`src/hw/rtl/ita_pkg.sv`:
```
// ----------------------------------------------------------------------------
// ita_pkg
// Shared constants, types and helpers of the integer-to-ASCII formatter.
// ----------------------------------------------------------------------------
package ita_pkg;

   localparam int MAX_WIDTH_DEFAULT = 32;

   localparam int VALUE_BITS  = 64;
   localparam int HALF_BITS   = 32;
   localparam int BIT_CNT_W   = $clog2(VALUE_BITS);
   localparam int DIGIT_SLOTS = 20;
   localparam int DIGIT_BITS  = 4;
   localparam int BCD_BITS    = DIGIT_SLOTS * DIGIT_BITS;
   localparam int DIGIT_IDX_W = $clog2(DIGIT_SLOTS);
   localparam int FW_BITS     = 6;

   localparam int REQ_DATA_W = 72;
   localparam int REQ_USER_W = 3;
   localparam int RSP_DATA_W = 8;

   localparam logic [7:0] CHAR_SPACE = 8'h20;
   localparam logic [7:0] CHAR_MINUS = 8'h2D;
   localparam logic [7:0] CHAR_ZERO  = 8'h30;
   localparam logic [7:0] LOWER_BASE = 8'h61 - 8'd10;
   localparam logic [7:0] UPPER_BASE = 8'h41 - 8'd10;

   typedef struct packed {
      logic                   done;
      logic                   neg;
      logic [DIGIT_IDX_W-1:0] msd;
   } conv_stat_type;

   typedef struct packed {
      logic               upper;
      logic               fill;
      logic [FW_BITS-1:0] width;
   } fmt_type;

   function automatic logic [7:0] digit_char(input logic [DIGIT_BITS-1:0] d,
                                             input logic upper);
      logic [7:0] dx;
      dx = {{(8-DIGIT_BITS){1'b0}}, d};
      if (d >= DIGIT_BITS'(10)) begin
         return dx + (upper ? UPPER_BASE : LOWER_BASE);
      end
      return dx + CHAR_ZERO;
   endfunction

endpackage

```
`src/hw/rtl/ita_convert.sv`:
```
// ----------------------------------------------------------------------------
// ita_convert
// Bit-serial binary to BCD (or nibble) converter with leading-digit tracking.
// ----------------------------------------------------------------------------
module ita_convert (
   input  logic                          clock,
   input  logic                          reset,
   input  logic                          start,
   input  logic [ita_pkg::VALUE_BITS-1:0] value,
   input  logic                          wide,
   input  logic                          hex,
   input  logic                          uns,
   output ita_pkg::conv_stat_type         stat,
   output logic [ita_pkg::BCD_BITS-1:0]   bcd
);
   import ita_pkg::*;

   logic                   busy_ff, busy_in;
   logic                   done_ff, done_in;
   logic [BIT_CNT_W-1:0]   cnt_ff, cnt_in;
   logic [VALUE_BITS-1:0]  bin_ff, bin_in;
   logic [BCD_BITS-1:0]    bcd_ff, bcd_in;
   logic [BCD_BITS-1:0]    bcd_adj;
   logic [DIGIT_IDX_W-1:0] msd_ff, msd_in;
   logic [DIGIT_IDX_W-1:0] msd_up;
   logic                   neg_ff, neg_in;
   logic                   hex_ff, hex_in;
   logic                   sign_src;
   logic                   neg_now;
   logic [VALUE_BITS-1:0]  mag;

   // Magnitude of the argument at its own width.
   always_comb begin
      sign_src = wide ? value[VALUE_BITS-1] : value[HALF_BITS-1];
      neg_now  = !uns && !hex && sign_src;
      if (wide) begin
         mag = neg_now ? (~value + VALUE_BITS'(1)) : value;
      end else begin
         mag = {{(VALUE_BITS-HALF_BITS){1'b0}},
                neg_now ? (~value[HALF_BITS-1:0] + HALF_BITS'(1)) : value[HALF_BITS-1:0]};
      end
   end

   // Add-3 correction on every decimal digit before the shift.
   always_comb begin
      logic [DIGIT_BITS-1:0] dg;
      dg = '0;
      for (int i = 0; i < DIGIT_SLOTS; i++) begin
         dg = bcd_ff[i*DIGIT_BITS +: DIGIT_BITS];
         bcd_adj[i*DIGIT_BITS +: DIGIT_BITS] =
            (!hex_ff && dg >= DIGIT_BITS'(5)) ? dg + DIGIT_BITS'(3) : dg;
      end
   end

   always_comb begin
      busy_in = busy_ff;
      done_in = 1'b0;
      cnt_in  = cnt_ff;
      bin_in  = bin_ff;
      bcd_in  = bcd_ff;
      msd_in  = msd_ff;
      neg_in  = neg_ff;
      hex_in  = hex_ff;
      msd_up  = msd_ff + DIGIT_IDX_W'(1);
      if (start) begin
         busy_in = 1'b1;
         cnt_in  = '0;
         bin_in  = mag;
         bcd_in  = '0;
         msd_in  = '0;
         neg_in  = neg_now;
         hex_in  = hex;
      end else if (busy_ff) begin
         bcd_in = {bcd_adj[BCD_BITS-2:0], bin_ff[VALUE_BITS-1]};
         bin_in = {bin_ff[VALUE_BITS-2:0], 1'b0};
         // Doubling grows the value by at most one digit per step.
         if (msd_ff != DIGIT_IDX_W'(DIGIT_SLOTS-1) &&
             bcd_in[msd_up*DIGIT_BITS +: DIGIT_BITS] != '0) begin
            msd_in = msd_up;
         end
         cnt_in = cnt_ff + BIT_CNT_W'(1);
         if (cnt_ff == '1) begin
            busy_in = 1'b0;
            done_in = 1'b1;
         end
      end
   end

   always_ff @(posedge clock) begin
      if (reset) begin
         busy_ff <= 1'b0;
         done_ff <= 1'b0;
         cnt_ff  <= '0;
      end else begin
         busy_ff <= busy_in;
         done_ff <= done_in;
         cnt_ff  <= cnt_in;
      end
   end

   always_ff @(posedge clock) begin
      bin_ff <= bin_in;
      bcd_ff <= bcd_in;
      msd_ff <= msd_in;
      neg_ff <= neg_in;
      hex_ff <= hex_in;
   end

   assign stat.done = done_ff;
   assign stat.neg  = neg_ff;
   assign stat.msd  = msd_ff;
   assign bcd       = bcd_ff;

endmodule

```
`src/hw/rtl/ita_emit.sv`:
```
// ----------------------------------------------------------------------------
// ita_emit
// Item sequencer and character emitter with a registered output stage.
// ----------------------------------------------------------------------------
module ita_emit #(
   parameter int MAX_WIDTH = ita_pkg::MAX_WIDTH_DEFAULT
) (
   input  logic                           clock,
   input  logic                           reset,
   input  logic                           start,
   input  ita_pkg::fmt_type                fmt,
   input  ita_pkg::conv_stat_type          stat,
   input  logic [ita_pkg::BCD_BITS-1:0]    bcd,
   output logic                           idle,
   output logic                           rsp_tvalid,
   input  logic                           rsp_tready,
   output logic [ita_pkg::RSP_DATA_W-1:0]  rsp_tdata,
   output logic                           rsp_tlast
);
   import ita_pkg::*;

   localparam int PW = $clog2(MAX_WIDTH + 1);
   localparam int CW = (PW > FW_BITS) ? PW : FW_BITS;

   typedef enum logic [3:0] {
      S_IDLE = 4'b0001,
      S_CONV = 4'b0010,
      S_PREP = 4'b0100,
      S_SEND = 4'b1000
   } emit_state_type;

   emit_state_type state_ff, state_in;
   fmt_type        fmt_ff, fmt_in;
   logic [PW-1:0]  pos_ff, pos_in;
   logic           neg_ff, neg_in;
   logic           fill_ff, fill_in;
   logic           rsp_valid_ff, rsp_valid_in;
   logic [7:0]     rsp_char_ff, rsp_char_in;
   logic           rsp_last_ff, rsp_last_in;

   logic                  can_step;
   logic                  in_digits;
   logic [DIGIT_BITS-1:0] d;
   logic                  sign_now;
   logic [CW-1:0]         need;
   logic [CW-1:0]         fw_ext;
   logic [CW-1:0]         tot_a;
   logic [CW-1:0]         tot;

   always_comb begin
      can_step  = !rsp_valid_ff || rsp_tready;
      in_digits = pos_ff < PW'(DIGIT_SLOTS);
      d = in_digits ? bcd[pos_ff[DIGIT_IDX_W-1:0]*DIGIT_BITS +: DIGIT_BITS] : '0;
      sign_now = neg_ff && (pos_ff == '0 || fill_ff || d != '0);

      need   = CW'(stat.msd) + CW'(1) + CW'(neg_ff);
      fw_ext = CW'(fmt_ff.width);
      tot_a  = (fw_ext > need) ? fw_ext : need;
      tot    = (tot_a > CW'(MAX_WIDTH)) ? CW'(MAX_WIDTH) : tot_a;
   end

   always_comb begin
      state_in     = state_ff;
      fmt_in       = fmt_ff;
      pos_in       = pos_ff;
      neg_in       = neg_ff;
      fill_in      = fill_ff;
      rsp_valid_in = rsp_valid_ff && !rsp_tready;
      rsp_char_in  = rsp_char_ff;
      rsp_last_in  = rsp_last_ff;
      case (state_ff)
         S_IDLE: begin
            if (start) begin
               fmt_in   = fmt;
               state_in = S_CONV;
            end
         end
         S_CONV: begin
            if (stat.done) begin
               neg_in   = stat.neg;
               state_in = S_PREP;
            end
         end
         S_PREP: begin
            fill_in  = fmt_ff.fill;
            pos_in   = PW'(tot - CW'(neg_ff) - CW'(1));
            state_in = S_SEND;
         end
         S_SEND: begin
            if (can_step) begin
               rsp_valid_in = 1'b1;
               if (sign_now) begin
                  // The sign takes a slot of its own; the position holds.
                  rsp_char_in = CHAR_MINUS;
                  rsp_last_in = 1'b0;
                  neg_in      = 1'b0;
               end else begin
                  if (d == '0 && !fill_ff && pos_ff != '0) begin
                     rsp_char_in = CHAR_SPACE;
                  end else begin
                     fill_in     = 1'b1;
                     rsp_char_in = digit_char(d, fmt_ff.upper);
                  end
                  rsp_last_in = (pos_ff == '0);
                  if (pos_ff == '0) begin
                     state_in = S_IDLE;
                  end else begin
                     pos_in = pos_ff - PW'(1);
                  end
               end
            end
         end
         default: begin
            state_in = S_IDLE;
         end
      endcase
   end

   always_ff @(posedge clock) begin
      if (reset) begin
         state_ff     <= S_IDLE;
         rsp_valid_ff <= 1'b0;
         neg_ff       <= 1'b0;
      end else begin
         state_ff     <= state_in;
         rsp_valid_ff <= rsp_valid_in;
         neg_ff       <= neg_in;
      end
   end

   always_ff @(posedge clock) begin
      fmt_ff      <= fmt_in;
      pos_ff      <= pos_in;
      fill_ff     <= fill_in;
      rsp_char_ff <= rsp_char_in;
      rsp_last_ff <= rsp_last_in;
   end

   assign idle       = (state_ff == S_IDLE);
   assign rsp_tvalid = rsp_valid_ff;
   assign rsp_tdata  = rsp_char_ff;
   assign rsp_tlast  = rsp_last_ff;

   a_done_in_conv: assert property (@(posedge clock) disable iff (reset)
      stat.done |-> state_ff == S_CONV)
      else $error("conversion finished outside the conversion state");

   a_pos_bound: assert property (@(posedge clock) disable iff (reset)
      state_ff == S_SEND |-> pos_ff < PW'(MAX_WIDTH))
      else $error("character position beyond the field limit");

   a_minus_not_last: assert property (@(posedge clock) disable iff (reset)
      rsp_valid_ff && rsp_char_ff == CHAR_MINUS |-> !rsp_last_ff)
      else $error("sign marked as the final character");

   a_sign_emitted: assert property (@(posedge clock) disable iff (reset)
      rsp_valid_ff && rsp_last_ff && state_ff == S_IDLE |-> !neg_ff)
      else $error("number finished with the sign still pending");

   a_last_to_idle: assert property (@(posedge clock) disable iff (reset)
      state_ff == S_SEND && can_step && !sign_now && pos_ff == '0 |=>
         state_ff == S_IDLE && rsp_valid_ff && rsp_last_ff)
      else $error("final character did not close the item");

endmodule

```
`src/hw/rtl/integer_to_ascii_formatter.sv`:
```
// ----------------------------------------------------------------------------
// integer_to_ascii_formatter
// Formats one integer as decimal or hexadecimal ASCII, one character per
// output transfer.
// ----------------------------------------------------------------------------
// One number is handled at a time. After the input transfer the magnitude is
// converted bit-serially, one argument bit per cycle over all 64 bits,
// regardless of width or base; the emitter picks up the end of the conversion
// in S_CONV and sizes the field in S_PREP, and then one character leaves per
// cycle that the output is not stalled, up to MAX_WIDTH characters. A new
// number is taken as soon as the last character of the previous one sits in
// the output register.
module integer_to_ascii_formatter #(
   parameter int MAX_WIDTH = ita_pkg::MAX_WIDTH_DEFAULT
) (
   input  logic                          clock,
   input  logic                          reset,
   input  logic                          req_tvalid,
   output logic                          req_tready,
   // [63:0] value, [64] upper_letters, [65] zero_fill, [71:66] field_width
   input  logic [ita_pkg::REQ_DATA_W-1:0] req_tdata,
   // [0] wide_arg, [1] hex_base, [2] unsigned_flag
   input  logic [ita_pkg::REQ_USER_W-1:0] req_tuser,
   output logic                          rsp_tvalid,
   input  logic                          rsp_tready,
   // [7:0] character
   output logic [ita_pkg::RSP_DATA_W-1:0] rsp_tdata,
   output logic                          rsp_tlast
);
   import ita_pkg::*;

   logic                  accept;
   logic                  idle;
   fmt_type               fmt;
   conv_stat_type         stat;
   logic [BCD_BITS-1:0]   bcd;

   assign accept     = req_tvalid && req_tready;
   assign req_tready = idle;

   assign fmt.upper = req_tdata[VALUE_BITS];
   assign fmt.fill  = req_tdata[VALUE_BITS+1];
   assign fmt.width = req_tdata[VALUE_BITS+2 +: FW_BITS];

   ita_convert u_convert (
      .clock (clock),
      .reset (reset),
      .start (accept),
      .value (req_tdata[VALUE_BITS-1:0]),
      .wide  (req_tuser[0]),
      .hex   (req_tuser[1]),
      .uns   (req_tuser[2]),
      .stat  (stat),
      .bcd   (bcd)
   );

   ita_emit #(
      .MAX_WIDTH (MAX_WIDTH)
   ) u_emit (
      .clock      (clock),
      .reset      (reset),
      .start      (accept),
      .fmt        (fmt),
      .stat       (stat),
      .bcd        (bcd),
      .idle       (idle),
      .rsp_tvalid (rsp_tvalid),
      .rsp_tready (rsp_tready),
      .rsp_tdata  (rsp_tdata),
      .rsp_tlast  (rsp_tlast)
   );

endmodule

```
`config.mk`:
```
export PLATFORM = sky130hd
export DESIGN_NAME = integer_to_ascii_formatter
export DESIGN_NICKNAME = d
export VERILOG_FILES = /design/src/hw/rtl/ita_pkg.sv /design/src/hw/rtl/ita_convert.sv /design/src/hw/rtl/ita_emit.sv /design/src/hw/rtl/integer_to_ascii_formatter.sv
export SDC_FILE = /design/constraint.sdc
export NUM_CORES = 1
export LEC_CHECK = 0
export ABC_CLOCK_PERIOD_IN_PS = 4200
export BUFFER_PORTS_ARGS = -buffer_cell sky130_fd_sc_hd__buf_2
export CORE_ASPECT_RATIO = 2
export CORE_MARGIN = 2
export CORE_UTILIZATION = 55
export DETAILED_ROUTE_END_ITERATION = 10
export GPL_ROUTABILITY_DRIVEN = 0
export PLACE_DENSITY = 0.74
export SYNTH_ARGS = -nofsm -noshare
export SYNTH_HDL_FRONTEND = slang
export SYNTH_SLANG_ARGS = --single-unit
```
`constraint.sdc`:
```
create_clock -name clock -period 4.2 [get_ports clock]
set_input_delay 0.84 -clock clock [delete_from_list [all_inputs] [get_ports clock]]
set_output_delay 0.84 -clock clock [all_outputs]
set_load 0.005 [all_outputs]
```
### Word level (Yosys, flattened, before mapping)

Cells that the tools add are included.

| storage, ports and cells | value |
|---|---|
| flip-flop bits (word level) | 189 |
| input bits | 79 |
| output and inout port bits | 11 |
| word-level logic and storage cells | 210 |

| operators by class | value |
|---|---|
| add/subtract/negate cells | 31 |
| magnitude comparators | 24 |
| equality and inequality tests | 14 |
| shifts and indexed selects | 2 |
| multiplexer cells | 62 |
| bitwise gates (word level) | 3 |
| reductions and logical operators | 55 |

Operators with widths:

| kind | count |
|---|---|
| $mux W64 | 4 |
| $shiftx A80 B8 Y4 | 2 |
| $mux W4 | 26 |
| $ge A4 B3 Y1 const B | 20 |
| $add A4 B2 Y4 const B | 19 |
| $add A64 B1 Y64 const B | 1 |
| $not A64 Y64 | 1 |
| $add A32 B1 Y32 const B | 1 |
| $mux W32 | 1 |
| $not A32 Y32 | 1 |
| $mux W6 | 5 |
| $logic_and A1 B1 Y1 | 28 |
| $mux W1 | 18 |
| $mux W8 | 2 |
| $pmux W4 S4 | 1 |
| $pmux W6 S2 | 1 |
| $reduce_and A4 Y1 | 3 |
| $sub A6 B1 Y6 const B | 2 |
| $add A4 B8 Y8 | 1 |
| $ne A2 B1 Y1 const B | 4 |
| $ne A2 B2 Y1 const B | 4 |
| $reduce_bool A4 Y1 | 2 |
| $add A4 B6 Y7 const B | 1 |
| $mux W7 | 1 |
| other kinds (29) | 42 |

### Logic depth before layout (Yosys ltp)

Gate-level depths: netlist of the first run.

| logic depth | value |
|---|---|
| depth in word-level cells | 11 |
| mapped depth | 20 |
| gate-level depth less buffers | 19 |

### Hierarchy

Synthesis of the first run repeated with hierarchy kept, for this count alone.

| unflattened totals | value |
|---|---|
| cells, all modules | 1,489 |
| area, all modules | 12,886.1 um2 |

By module, submodules not included:

| module | times used | cells an instance | area each (um2) | seq. area each (um2) |
|---|---|---|---|---|
| ita_convert | 1 | 1,227 | 10,318.6 | 3,843.7 |
| ita_emit | 1 | 261 | 2,561.2 | 810.8 |
| integer_to_ascii_formatter | 1 | 1 | 6.3 | 0.0 |

### Worst setup path after synthesis of the first run

OpenSTA, ideal clock, no wires.

| path | value |
|---|---|
| path type | register to register |
| start | reg u_convert.msd_ff[0] |
| end | reg u_emit.pos_ff[4], data pin |
| setup time | 270 ps |
| arrival time | 3,595 ps |
| required time | 3,930 ps |
| path slack | 335 ps |
| cell stages (with the launch flop) | 20 |
| clock period less this slack | 3,865 ps |
| path through | dfxtp_1 -> clkbuf_1 -> inv_1 -> ha_1 -> inv_1 -> ha_1 -> nand2_1 -> xnor2_1 -> ha_1 -> and4_1 -> a21oi_1 -> a32oi_1 -> mux2i_1 -> nor2_1 -> ha_1 -> inv_1 -> ha_1 -> nand3_1 -> xor2_1 -> a21oi_1 |

| on the way | value |
|---|---|
| longest elaborated chain between the ends | 9 |

Ends and longest elaborated chain:

| item | line | source |
|---|---|---|
| from (decl) | ita_convert.sv:24 | `logic [DIGIT_IDX_W-1:0] msd_ff, msd_in;` |
| from (signal assigned) | ita_convert.sv:104 | `msd_ff <= msd_in;` |
| $add A5 B1 Y6 (*) | ita_emit.sv:56 | `need = CW'(stat.msd) + CW'(1) + CW'(neg_ff);` |
| $add A6 B1 Y6 (*) | ita_emit.sv:56 |  |
| $gt A6 B6 Y1 | ita_emit.sv:58 | `tot_a = (fw_ext > need) ? fw_ext : need;` |
| $mux W6 (*) | ita_emit.sv:58 |  |
| $gt A6 B6 Y1 | ita_emit.sv:59 | `tot = (tot_a > CW'(MAX_WIDTH)) ? CW'(MAX_WIDTH) : tot_a;` |
| $mux W6 (*) | ita_emit.sv:59 |  |
| $sub A6 B1 Y6 (*) (2 in a row) | ita_emit.sv:86 | `pos_in = PW'(tot - CW'(neg_ff) - CW'(1));` |
| $pmux W6 S2 (*) | ita_emit.sv:71 | `case (state_ff)` |
| named net u_emit.pos_in[4] | ita_emit.sv:34 | `logic [PW-1:0] pos_ff, pos_in;` |
| to (signal assigned) | ita_emit.sv:133 | `pos_ff <= pos_in;` |
| to (decl) | ita_emit.sv:34 |  |

Mark *: on every way through the listed nets, which the timed path passes. The rest lies on a longest branch.
A chain may end at the register's enable or synchronous reset.

### Final worst setup path of the first run

| path | value |
|---|---|
| start | reg u_emit.pos_ff[1] |
| end | reg u_emit.pos_ff[0] (enable) |

| on the way | value |
|---|---|
| longest elaborated chain between the ends | 7 |
| elaborated cells between the ends (all ways) | 11 |

Ends and longest elaborated chain:

| item | line | source |
|---|---|---|
| $shiftx A80 B8 Y4 or $lt A6 B5 Y1 (tied branches) | ita_emit.sv:53, ita_emit.sv:52 |  |
| $mux W4 | ita_emit.sv:53 | `d = in_digits ? bcd[pos_ff[DIGIT_IDX_W-1:0]*DIGIT_BITS +: DIGIT_BITS] : '0;` |
| $reduce_bool A4 Y1 | ita_emit.sv:54 | `sign_now = neg_ff && (pos_ff == '0 \|\| fill_ff \|\| d != '0);` |
| $logic_or A1 B1 Y1 | ita_emit.sv:54 |  |
| $logic_and A1 B1 Y1 | ita_emit.sv:54 |  |
| $ne A2 B2 Y1 (no line) | -- |  |
| $reduce_and A4 Y1 (no line) (*) | -- |  |

Every way passes the cells marked *; elsewhere a longest branch is shown, timed or not.

==> results of run 1 <==
## worst min-delay path by stage
stage                                  start                  to  slack, ns  depth (start not counted)
final                     u_emit.state_ff[3]  u_emit.state_ff[1]       0.51                          1
after global routing      u_emit.state_ff[2]  u_emit.state_ff[1]       0.53                          1
after CTS                 u_emit.state_ff[2]  u_emit.state_ff[1]       0.50                          1
after detailed placement  u_emit.state_ff[2]  u_emit.state_ff[1]       0.49                          1
after global placement      u_emit.fmt_ff[6]      u_emit.fill_ff       0.49                          1
after floorplan           u_emit.state_ff[3]  u_emit.state_ff[1]       0.46                          1
## power by group through the flow
stage          logic [mW]  registers, mW  clock network [mW]
2_1_floorplan        1.37           2.42                   0
3_3_place_gp         1.79           2.53                   0
3_5_place_dp         1.85           2.54                   0
4_1_cts              1.86           2.50                1.67
5_1_grt              2.09           2.53                1.73
6_report             1.88           2.50                1.63
## metrics by stage
step           setup slack [ns]  hold slack (ns)  util [%]  cells
2_1_floorplan             0.335            0.456         -   1475
3_3_place_gp              0.438            0.486      59.1   1785
3_5_place_dp              0.375            0.491      59.1   1785
4_1_cts                   0.380            0.501      61.7   1817
5_1_grt                   0.134            0.531      61.7   1817
6_report                  0.349            0.506      61.7   1817
## cells in the mapped netlist, drive strengths merged, types with 3 or more instances
cell type | count | area share, %
nor3b | 6 | 0.35
mux2i | 33 | 2.6
or2 | 16 | 0.79
dfxtp | 99 | 16
nand3b | 5 | 0.30
xor2 | 42 | 2.9
o41ai | 6 | 0.41
edfxtp | 89 | 21
nand3 | 33 | 1.3
and3 | 6 | 0.30
nor2 | 137 | 4.1
a211oi | 47 | 2.8
nand4b | 4 | 0.28
o21a | 14 | 0.83
nand2 | 169 | 5.0
nand2b | 33 | 1.6
a22o | 3 | 0.21
or3 | 8 | 0.39
a31oi | 17 | 0.84
o211a | 3 | 0.24
o221ai | 3 | 0.21
buf | 27 | 1.0
a22oi | 11 | 0.65
nor3 | 52 | 2.2
o21ai | 103 | 4.1
a32oi | 3 | 0.21
o211ai | 19 | 1.1
nor2b | 23 | 1.1
nor4 | 6 | 0.46
clkbuf | 54 | 1.6
a311o | 4 | 0.32
ha | 58 | 5.7
or4 | 12 | 0.74
nand4 | 9 | 0.56
mux4 | 22 | 3.9
xnor2 | 58 | 4.0
o22ai | 15 | 0.79
a21oi | 91 | 3.6
and2 | 4 | 0.20
inv | 87 | 2.6
o31ai | 15 | 1.0
## registers in the layout, summed over array words and instances, names as in the netlist
name	flops
u_emit.fmt_ff	2
u_emit.state_ff	4
u_emit.fill_ff	1
u_convert.hex_ff	1
u_convert.msd_ff	5
u_emit.neg_ff	1
u_convert.bcd	80
u_emit.pos_ff	6
u_emit.rsp_tvalid	1
u_convert.done_ff	1
u_convert.busy_ff	1
u_convert.neg_ff	1
u_convert.cnt_ff	6
u_emit.rsp_tlast	1
u_emit.fw_ext	6
u_emit.rsp_tdata	7
u_convert.bin_ff	64
## worst max-delay path, stage by stage (launching register included)
cell	delay [ns]
edfxtp_1	0.80
mux4_2	0.42
mux4_2	0.46
nor2b_1	0.18
a31oi_1	0.32
or2_2	0.20
ha_1	0.14
or3b_2	0.49
nand2_1	0.13
nand3_1	0.08
nand2_1	0.29
## layer usage
layer | vias up | track usage [%] | part of all wire (%)
li1 | 5393 | - | -
met1 | 5255 | 26.9 | 36
met2 | 315 | 50.6 | 55
met3 | 107 | 4.58 | 3.7
met4 | 0 | 15.2 | 5.3
met5 | - | 0 | 0
## cells by family (layout without fill, tap and decap cells)
| group | count (synthesis) | in the layout | synth area share [%] |
|---|---|---|---|
| simple gates | 531 | 531 | 20.4 |
| compound gates | 373 | 373 | 18.6 |
| flops | 188 | 188 | 36.7 |
| buf+inv | 168 | 230 | 5.19 |
| xor+xnor | 100 | 100 | 6.90 |
| fa+ha+maj | 58 | 58 | 5.72 |
| mux | 56 | 56 | 6.59 |
| other cells | 1 | 1 | 0.0295 |
## final cells by class
| class | count | share of cell area (%) |
|---|---|---|
| clock buffer | 22 | 3.49 |
| multi-input combinational | 1119 | 52.9 |
| clock inverter | 10 | 0.735 |
| timing repair buffer | 111 | 4.66 |
| inverter | 87 | 2.35 |
| tap | 280 | 2.51 |
| sequential | 188 | 33.4 |
==> impl_metrics.yaml, run 1 <==
outcome:
  status: "finished clean"
placement:
  hpwlAfterDp_um: 23200
  placed_area_um2: 13400
  numPortBuffers: 88
synthesis:
  synthCells: 1475
  synth_area_per_cell_um2: 8.61
  ys.flop_type: "dfxtp_1"
  ys_types: 75
  async_flop_share_pct: 0
  synthesis.area_um2: 12700
  synth-seq-cells: 188
  syn-num-nets: 1612
  synth_edf_count: 89
  synth_warnings: 0
  ys_seq_area_share_pct: 36.7
power_and_ir_drop:
  p_sw_share_pct: 35.3
  p_seq_share_pct: 41.6
  powerDensity_nw_per_um2: 430
  clkPwrFrac_pct: 27.1
  p_sw_mw: 2.12
  irDropWorstVdd_mv: 0.318
  combPwrFrac_pct: 31.2
  p_leak_nw: 5.14
  intPower_mw: 3.89
  power_mw: 6.01
worst_setup_path:
  crit_fanout: 15
  regToRegStartpoint: "u_emit.pos_ff[1]"
  crit_path_end: "u_emit.pos_ff[0]"
  cp-startpoint: "u_emit.pos_ff[1]"
  r2r_end: "u_emit.pos_ff[0]"
  crit_path_start_kind: "flop"
  cp-end-kind: "flop"
  critical_path_arrival_ns: 3.99
  cp.required_ns: 4.34
  r2r_cells: 10
  crit_type: "reg2reg"
  rrSetupSlack_ns: 0.35
clocking:
  clock_path_buffers: 2
  ctsHoldBuffers: 0
  cts_made_buffers: 17
  post_cts_buffers: 0
  cts_root_buf: "clkbuf_16"
  cts.clk_slew.worst_paths_ns: 0.07
  worstSkewPairLatency_ns: 0.46
  cts_htree_levels: 4
  cts-resized-gates: 0
  cts_tree: "yes"
  clkSinkCount: 188
drt:
  wl_per_cell_um: 17.7
  ant_nets: 0
  drt_wl_total_um: 32200
  drt_first_pass_iters: 6
  initialDrtViolationCount: 612
  drc: 0
  vias: 11100
  post_drt_via_cell_ratio: 6.09
finish:
  final_cell_mix: "nand2_1, nor2_1, o21ai_0"
  nFillCells: 2037
  multiInputGateArea_um2: 7390
  synthToLayoutAreaGrowth_pct: 9.98
  drive_above_1_share_pct: 13.1
  diodes: 0
  fin_area_um2: 14000
  final_nets: 1661
  layout_commonest_cell: "nand2_1"
  seqCellArea_um2: 4660
sta:
  setup_viol: 0
  rsz0062_at_grt: "no"
  max_freq_ghz: 0.260
  slew_violations: 0
  fin_crit_ns: 3.85
  fin_worst_skew_ns: 0.00867
  setup_tns_ns: 0
  relSlewSlack_pct: 34.1
  fin_crit_sh_pct: 91.7
  hold_viol: 0
  tightest_slew_ns: 0.988
run:
  maxCapViolations: 0
die:
  die_area_um2: 24400
  start_util_pct: 56.1
  die_width_um: 111
  io_pins: 90
  core.rowCount: 78
  core_um2: 22600
  die_h_um: 219
global_route:
  overflow: 0
  grt_pass1_vias: 10700
  grt_usage_pct: 26.6
  grt_max_degree: 116
  antenna_found_initial: 0
  grt_pass1_wl_um: 52100
hold_path:
  min_path_type: "reg2reg"
Note: power is estimated with default switching activity, not from simulation.
==> inputs of run 2 (changes only) <==
- RECOVER_POWER: default -> 25
==> impl_metrics.yaml, run 2 (synthesis gave the netlist of run 1 again) <==
worst_setup_path:
  crit_type: "reg2reg"
  rrSetupSlack_ns: 0.35
  crit_fanout: 15
  cp-end-kind: "flop"
  cp-startpoint: "u_emit.pos_ff[1]"
  r2r_end: "u_emit.pos_ff[0]"
  critical_path_arrival_ns: 3.99
  cp.required_ns: 4.34
  regToRegStartpoint: "u_emit.pos_ff[1]"
  crit_path_start_kind: "flop"
  r2r_cells: 10
drt:
  drt_first_pass_iters: 5
  vias: 11000
  wl_per_cell_um: 17.7
  post_drt_via_cell_ratio: 6.07
  ant_nets: 0
  drt_wl_total_um: 32100
  drc: 0
  initialDrtViolationCount: 610
clocking:
  cts_made_buffers: 17
  cts_root_buf: "clkbuf_16"
  worstSkewPairLatency_ns: 0.46
  clkSinkCount: 188
  ctsHoldBuffers: 0
  cts-resized-gates: 0
  cts.clk_slew.worst_paths_ns: 0.07
  cts_tree: "yes"
  cts_htree_levels: 4
  clock_path_buffers: 2
  post_cts_buffers: 0
die:
  core_um2: 22600
  die_h_um: 219
  die_width_um: 111
  start_util_pct: 56.1
  core.rowCount: 78
  io_pins: 90
  die_area_um2: 24400
sta:
  setup_tns_ns: 0
  fin_crit_ns: 3.85
  setup_viol: 0
  whs_ns: 0.507
  max_freq_ghz: 0.260
  fin_crit_sh_pct: 91.6
  relSlewSlack_pct: -78.1
  fin_worst_skew_ns: 0.00865
  hold_viol: 0
  slew_violations: 116
  layout_setup_ws_ns: 0.352
  rsz0062_at_grt: "no"
  tightest_slew_ns: 2.67
power_and_ir_drop:
  p_seq_share_pct: 41.7
  p_leak_nw: 5.10
  clkPwrFrac_pct: 27.1
  intPower_mw: 3.89
  irDropWorstVdd_mv: 0.318
  power_mw: 6.01
  combPwrFrac_pct: 31.2
  powerDensity_nw_per_um2: 431
  p_sw_share_pct: 35.3
  p_sw_mw: 2.12
finish:
  nFillCells: 2044
  drive_above_1_share_pct: 12.4
  synthToLayoutAreaGrowth_pct: 9.73
  final_cell_mix: "nand2_1, nor2_1, o21ai_0"
  seqCellArea_um2: 4660
  final_nets: 1661
  multiInputGateArea_um2: 7380
  fin_area_um2: 13900
  diodes: 0
  largest_reg_flops: 80
  layout_commonest_cell: "nand2_1"
placement:
  post-place-ws_ns: 0.375
  hpwlAfterDp_um: 23200
  placed_area_um2: 13400
  numPortBuffers: 88
global_route:
  grt_pass1_vias: 10700
  grt_max_degree: 116
  grt_pass1_wl_um: 52100
  overflow: 0
  grt_usage_pct: 26.6
  antenna_found_initial: 0
hold_path:
  hold_depth: 1
  hp-start: "u_emit.state_ff[2]"
  hold_end: "u_emit.state_ff[1]"
  min_path_type: "reg2reg"
outcome:
  failed_checks: "max-capacitance violations, max-slew violations"
  status: "finished with violations"
run:
  maxCapViolations: 1
## run 2: per-stage QoR
| stage | util [%] | instances |
|---|---|---|
| finish | 61.5 | 1817 |
| global route | 61.5 | 1817 |
| CTS | 61.7 | 1817 |
| detailed placement | 59.1 | 1785 |
| global placement | 59.1 | 1785 |
| floorplan | - | 1475 |
## run 2: cell type report
type / instances / share of cell area (%)
multi-input cells: 1119 / 53.0
flip-flops and latches: 188 / 33.4
repair buffers: 111 / 4.45
clock buffers: 22 / 3.49
well taps: 280 / 2.51
inverters: 87 / 2.35
clock inverters: 10 / 0.736
## run 2: power groups by stage
stage / clock (mW) / combinational (mW) / sequential (mW)
finish: 1.63 / 1.87 / 2.50
global placement: 0 / 1.79 / 2.53
CTS: 1.67 / 1.86 / 2.50
global route: 1.73 / 2.09 / 2.53
floorplan: 0 / 1.37 / 2.42
detailed placement: 0 / 1.85 / 2.54
## run 2: worst max path at each step
stage	end	slack, ns	cells past startpoint
2_1_floorplan	u_emit.pos_ff[4]	0.33	19
3_3_place_gp	u_convert.bin_ff[48]	0.44	9
3_5_place_dp	u_emit.pos_ff[1]	0.37	10
4_1_cts	u_emit.pos_ff[3]	0.38	10
5_1_grt	u_emit.pos_ff[4]	0.13	17
6_report	u_emit.pos_ff[0]	0.35	10
## run 2: worst max-delay path: stages (launching register included)
cell and delay, ns:
edfxtp_1 0.80, mux4_2 0.42, mux4_2 0.46, nor2b_1 0.18, a31oi_1 0.32, or2_2 0.20
ha_1 0.14, or3b_2 0.49, nand2_1 0.13, nand3_1 0.08, nand2_1 0.29
## run 2: layer usage
metal / global-route usage [%] / up-vias / wire (um)
li1: - / 5388 / -
met1: 26.9 / 5240 / 11700
met2: 50.6 / 296 / 17600
met3: 4.58 / 102 / 1110
met4: 15.2 / 0 / 1680
met5: 0 / - / 0
